$ cat src/rtl/tbpf_ram.sv
// Generic single-write, single-read RAM with a registered, read-first read port.
`default_nettype none

module tbpf_ram #(
   parameter int WIDTH = 8,
   parameter int DEPTH = 256
) (
   input  wire logic                     clock,
   input  wire logic                     wr_en,
   input  wire logic [$clog2(DEPTH)-1:0] wr_addr,
   input  wire logic [WIDTH-1:0]         wr_data,
   input  wire logic                     rd_en,
   input  wire logic [$clog2(DEPTH)-1:0] rd_addr,
   output      logic [WIDTH-1:0]         rd_data
);

   logic [WIDTH-1:0] mem_ff [DEPTH];
   logic [WIDTH-1:0] rd_data_ff;

   // A read of the address being written returns the old contents.
   always_ff @(posedge clock) begin
      if (wr_en) begin
         mem_ff[wr_addr] <= wr_data;
      end
      if (rd_en) begin
         rd_data_ff <= mem_ff[rd_addr];
      end
   end

   assign rd_data = rd_data_ff;

endmodule

`default_nettype wire

$ cat config.mk
export PLATFORM = sky130hd
export DESIGN_NAME = tbpf_ram
export DESIGN_NICKNAME = d
export VERILOG_FILES = /design/src/rtl/tbpf_ram.sv
export SDC_FILE = /design/constraint.sdc
export NUM_CORES = 2
export LEC_CHECK = 0
export ABC_CLOCK_PERIOD_IN_PS = 4600
export BUFFER_PORTS_ARGS = -buffer_cell sky130_fd_sc_hd__buf_2
export CORE_MARGIN = 2
export CORE_UTILIZATION = 45
export CTS_CLUSTER_DIAMETER = 40
export DETAILED_ROUTE_END_ITERATION = 12
export GPL_TIMING_DRIVEN = 0
export PLACE_DENSITY_LB_ADDON = 0.2
export SYNTH_ARGS = -nofsm -noshare
export SYNTH_HDL_FRONTEND = slang
export SYNTH_SLANG_ARGS = --single-unit
$ cat constraint.sdc
create_clock -name clock -period 4.6 [get_ports clock]
set_input_delay 1.38 -clock clock [delete_from_list [all_inputs] [get_ports clock]]
set_output_delay 1.38 -clock clock [all_outputs]
set_load 0.02 [all_outputs]
# Word-level counts from Yosys, hierarchy flattened

Memories as Yosys holds them, arrays and structs flattened. A register that Yosys moved wholly into a read port is not among the register bits.
Cells that the tools add are included.

Output and inout bits: 8
RAM bits: 2048
Register bits: 0
Bits of input ports: 27
Word-level logic and storage cells: 3
Memories: 1

Memories:

| name   | words | bits a word | rd ports | clocked after Yosys merged registers in | write ports | line | RTL |
|---|---|---|---|---|---|---|---|
| mem_ff | 256   | 8           | 1        | 1                                       | 1           | 17   | `logic [WIDTH-1:0] mem_ff [DEPTH];` |

Multiplexer cells: 2

Operator list:

| operator | count |
|---|---|
| $mux W1  | 2 |

# Depth between registers and ports, before layout

Depth in word-level cells: 2
Depth in mapped cells: 11
Gate-level depth less buffers: 6

# Least setup slack after synthesis

Ideal clock, no wire load.

Path kind: input-to-reg
Start point: input rd_addr[0]
End point: register rd_data_ff[2], in the netlist rd_data[2] (read register of mem_ff) (data pin)
Stages on the path: 9
Buffers on the path: 4
Data required time: 4331 ps
Path slack: 1144 ps
Arrival time: 3187 ps
Path through: buf_6 -> buf_12 -> buf_8 -> buf_2 -> mux4_2 -> a22oi_1 -> a21oi_1 -> nor4_1 -> nor4_2

RTL lines:

| what        | line | RTL |
|---|---|---|
| from (decl) | 13   | `input wire logic [$clog2(DEPTH)-1:0] rd_addr,` |
| to (decl)   | 18   | `logic [WIDTH-1:0] rd_data_ff;` |

==> summary.md <==
| Metric | Value |
|---|---|
| Number of antenna violations at the first check in global routing | 19 |
| Number of port buffers | 27 |
| Worst-case headroom to the max-slew limit | 0.0731 |
| Top cell type by total area after synthesis | edfxtp_1 |
| Final WS setup | -186 ps |
| Cell at the root of the clock tree | clkbuf_16 |
| Pwr/cell area | 478 mW/mm^2 |
| Hold Crit Class | input port to flip-flop |
| Setup TNS | -492 ps |
| CP Buf/Inv Count | 4 |
| Final non-filler cell total | 6596 |
| Share of synthesized area occupied by flip-flops and latches | 0.775 |
| Iteration-0 DRC count of the detailed router | 7174 |
| Grt total ovfl | 0 |
| Largest net degree at the start of global routing | 157 |
| Top area cells in the synthesized netlist | edfxtp_1 (78%), mux4_2 (13%), mux2i_1 (1.7%) |
| Number of global-route vias before repair | 40851 |
| Average instance area after synthesis | 21.3 um^2 |
| Boundary pin count | 35 |
| Syn Inst Count | 3733 |
| Cells along the critical path | buf_2 > buf_4 > buf_2 > buf_2 > mux4_2 > a221oi_1 > o221ai_1 > a211oi_1 > nor4_2 |
| Number of buffers on the longest clock path | 4 |
| Yosys synthesis warning count | 0 |
| Post-route ant nets | 0 |
| Number of rows created at floorplan | 154 |
| Core Area | 0.176 mm^2 |
| Sort of element at the end of the critical path | flip-flop |
| Number of nets at the end of the flow | 4080 |
| Worst hold path endpoint | rd_data[6]$_DFFE_PP_ |
| Area growth from synthesis to layout | 15.9% |
| Number of flops mapped to enable cells by yosys | 2056 |
| Gates resized, CTS repair | 40 |
| Launch point of the worst hold path | rd_en |
| CTS tree | yes |
| Final weighted congestion of routability-driven global placement | 0.970 |
| Setup violations, final | 5 |
| Wire length per cell after detailed routing | 37.7 um |
| Critical path peak fanout | 10 |
| Worst-path cell with the longest stage delay | a211oi_1 |
| Clock slew at reported path FFs | 60 ps |
| Hold buffer count at cts | 0 |
| Y dimension of the die | 425 um |
| Launching element of the worst setup path | rd_addr[1] |
| Clk_skew | 42.3 ps |
| Launch point of the worst reg-to-reg path | mem_ff[26][5]$_DFFE_PP_ |
| Measured slew at the worst slew-check pin | 1390 ps |
| Data arrival at the endpoint of the critical path | 5350 ps |
| Number of remaining DRC errors | 0 |
| FF-to-FF setup slack | 1080 ps |
| Reported leakage power | 28.7 nW |
| Clock Latency Late Sink | 930 ps |
| Die Area | 0.180 mm^2 |
| Number of endpoints with negative hold slack in the final report | 0 |
| Max incr delay on CP | 1040 ps |
| Starting utilization of the core area | 0.453 |
| Maximum operating frequency | 209 MHz |
| Flip-flop cell with the highest count after synthesis | edfxtp_1 |
| Number of vias after detailed routing | 42187 |
| Area share of the leading cell type in the synthesized netlist | 0.775 |
| Number of buffers added for setup after CTS | 0 |
| WHS Path Cells | 1 |
| First-pass GRT wire length | 338000 um |
| Floorplan die width | 425 um |
| Maximum level of the CTS H-tree | 5 |
| Period utilization | 1.04 |
| Number of clock buffers inserted by TritonCTS | 281 |
| Net count after synthesis | 3760 |
| Async SR Flop Fraction | 0 |
| Violated checks | setup timing |
| HPWL after detailed placement | 164000 um |
| Kind of start point of the critical path | input port |
| Crit-path most repeated cell | buf_2 |
| Number of cell instances on the worst register-to-register path | 6 |
| Count of max-cap constraint violations | 0 |
| Vias per std cell | 6.40 |
| Cell area after synthesis | 0.0796 mm^2 |
| Minimum clock period | 4790 ps |
| Post-Route WL | 249000 um |
| Start-to-end type of the worst setup path | input port to flip-flop |
| Max rail drop VDD | 0.430 mV |
| Overall fraction of global-route tracks in use | 0.276 |
| Clock sink count | 2056 |
| Distinct cell type count after synthesis | 54 |
| Status | complete, but fails checks |
| Ratio of cells with drive above 1 in the final layout | 0.254 |
| RSZ-0062 raised after global routing | false |
| Instance count after placement with tap cells included | 6111 |
| Max Slew Vio Count | 0 |
| FF-to-FF End | rd_data[5]$_DFFE_PP_ |
| Crit path max-delay family | compound AO/OA/AOI/OAI gates |
| Flop and latch count out of synthesis | 2056 |
| First-pass detailed-route iteration total | 6 |
| Required time at the worst-slack endpoint | 5160 ps |
[report_power, final]
part / leakage [nW] / internal (W) / total, W / switching [W]
Sequential: 18.5 / 0.0207 / 0.0207 / 0.0000102
Clock: 4.37 / 0.0130 / 0.0212 / 0.00818
Combinational: 5.89 / 0.000671 / 0.00226 / 0.00158
[how the worst max path moves through the flow]
stage | endpoint | slack [ps] | cells past startpoint
global placement | rd_data[4]$_DFFE_PP_ | -1940 | 9
CTS | rd_data[1]$_DFFE_PP_ | 6 | 9
finish | rd_data[5]$_DFFE_PP_ | -190 | 9
detailed placement | rd_data[4]$_DFFE_PP_ | -1510 | 7
floorplan | rd_data[2]$_DFFE_PP_ | 1140 | 9
global route | rd_data[5]$_DFFE_PP_ | 10 | 9
[layout make-up]
type	count	area, um^2
fillers	13665	83600
flip-flops and latches	2056	61700
multi-input cells	1442	16600
clock buffers	317	7290
well taps	2340	2930
clock inverters	160	1720
plain buffers	232	1530
repair buffers	38	485
diodes	9	22.5
inverters	2	7.51
[synthesized netlist by cell type (all sizes together) (27+ instances only)]
cell type     n
a21oi        96
edfxtp     2056
nor4         27
nor2        282
mux4        456
nand3        34
nor2b        31
clkbuf      111
o22ai        28
nand2        33
a22oi       133
o221ai       47
buf         122
mux2i       134
[routing by layer]
metal  global-route usage  share of wire  vias up
met5                    0        0.00011        -
met4                0.113          0.043        4
met3               0.0649           0.11      528
met2                0.416           0.46     2706
met1                0.389           0.39    22536
li1                     -              -    16413
[cell families after synthesis]
family,after synthesis,synth area share
AO/OA/AOI/OAI,385,0.0342
buffers and inverters,235,0.0183
multiplexers,591,0.146
flip-flops,2056,0.775
AND/OR/NAND/NOR,466,0.0263
[sequential cells by signal, indices dropped and copies added (netlist names)]
| name | cells |
|---|---|
| mem_ff | 2048 |
| rd_data | 8 |
[placed cells by master (no fill, tap or decap), drive strengths merged, types with 22 or more instances in the layout]
master	count
clkinv	83
mux2i	134
buf	152
clkinvlp	22
nor4	27
o221ai	47
a21oi	96
nor2	282
edfxtp	2056
clkbuf	429
nor2b	31
inv	29
bufinv	28
a22oi	133
o22ai	28
nand3	34
mux4	456
nor3	22
nand2	33
[through the flow]
step / hold WS (ps) / cell area, um^2 / setup WS, ps / utilization / power, W
after CTS: 787 / 92300 / 5.68 / 0.524 / 0.0442
final: 827 / 92300 / -186 / 0.525 / 0.0441
after global routing: 807 / 92300 / 11.6 / 0.525 / 0.0450
after detailed placement: 1500 / 83100 / -1510 / 0.472 / 0.0233
after floorplan: 864 / 79600 / 1140 / - / 0.0221
after global placement: 1490 / 82700 / -1940 / 0.470 / 0.0233
(Power assumes the default switching activity.)
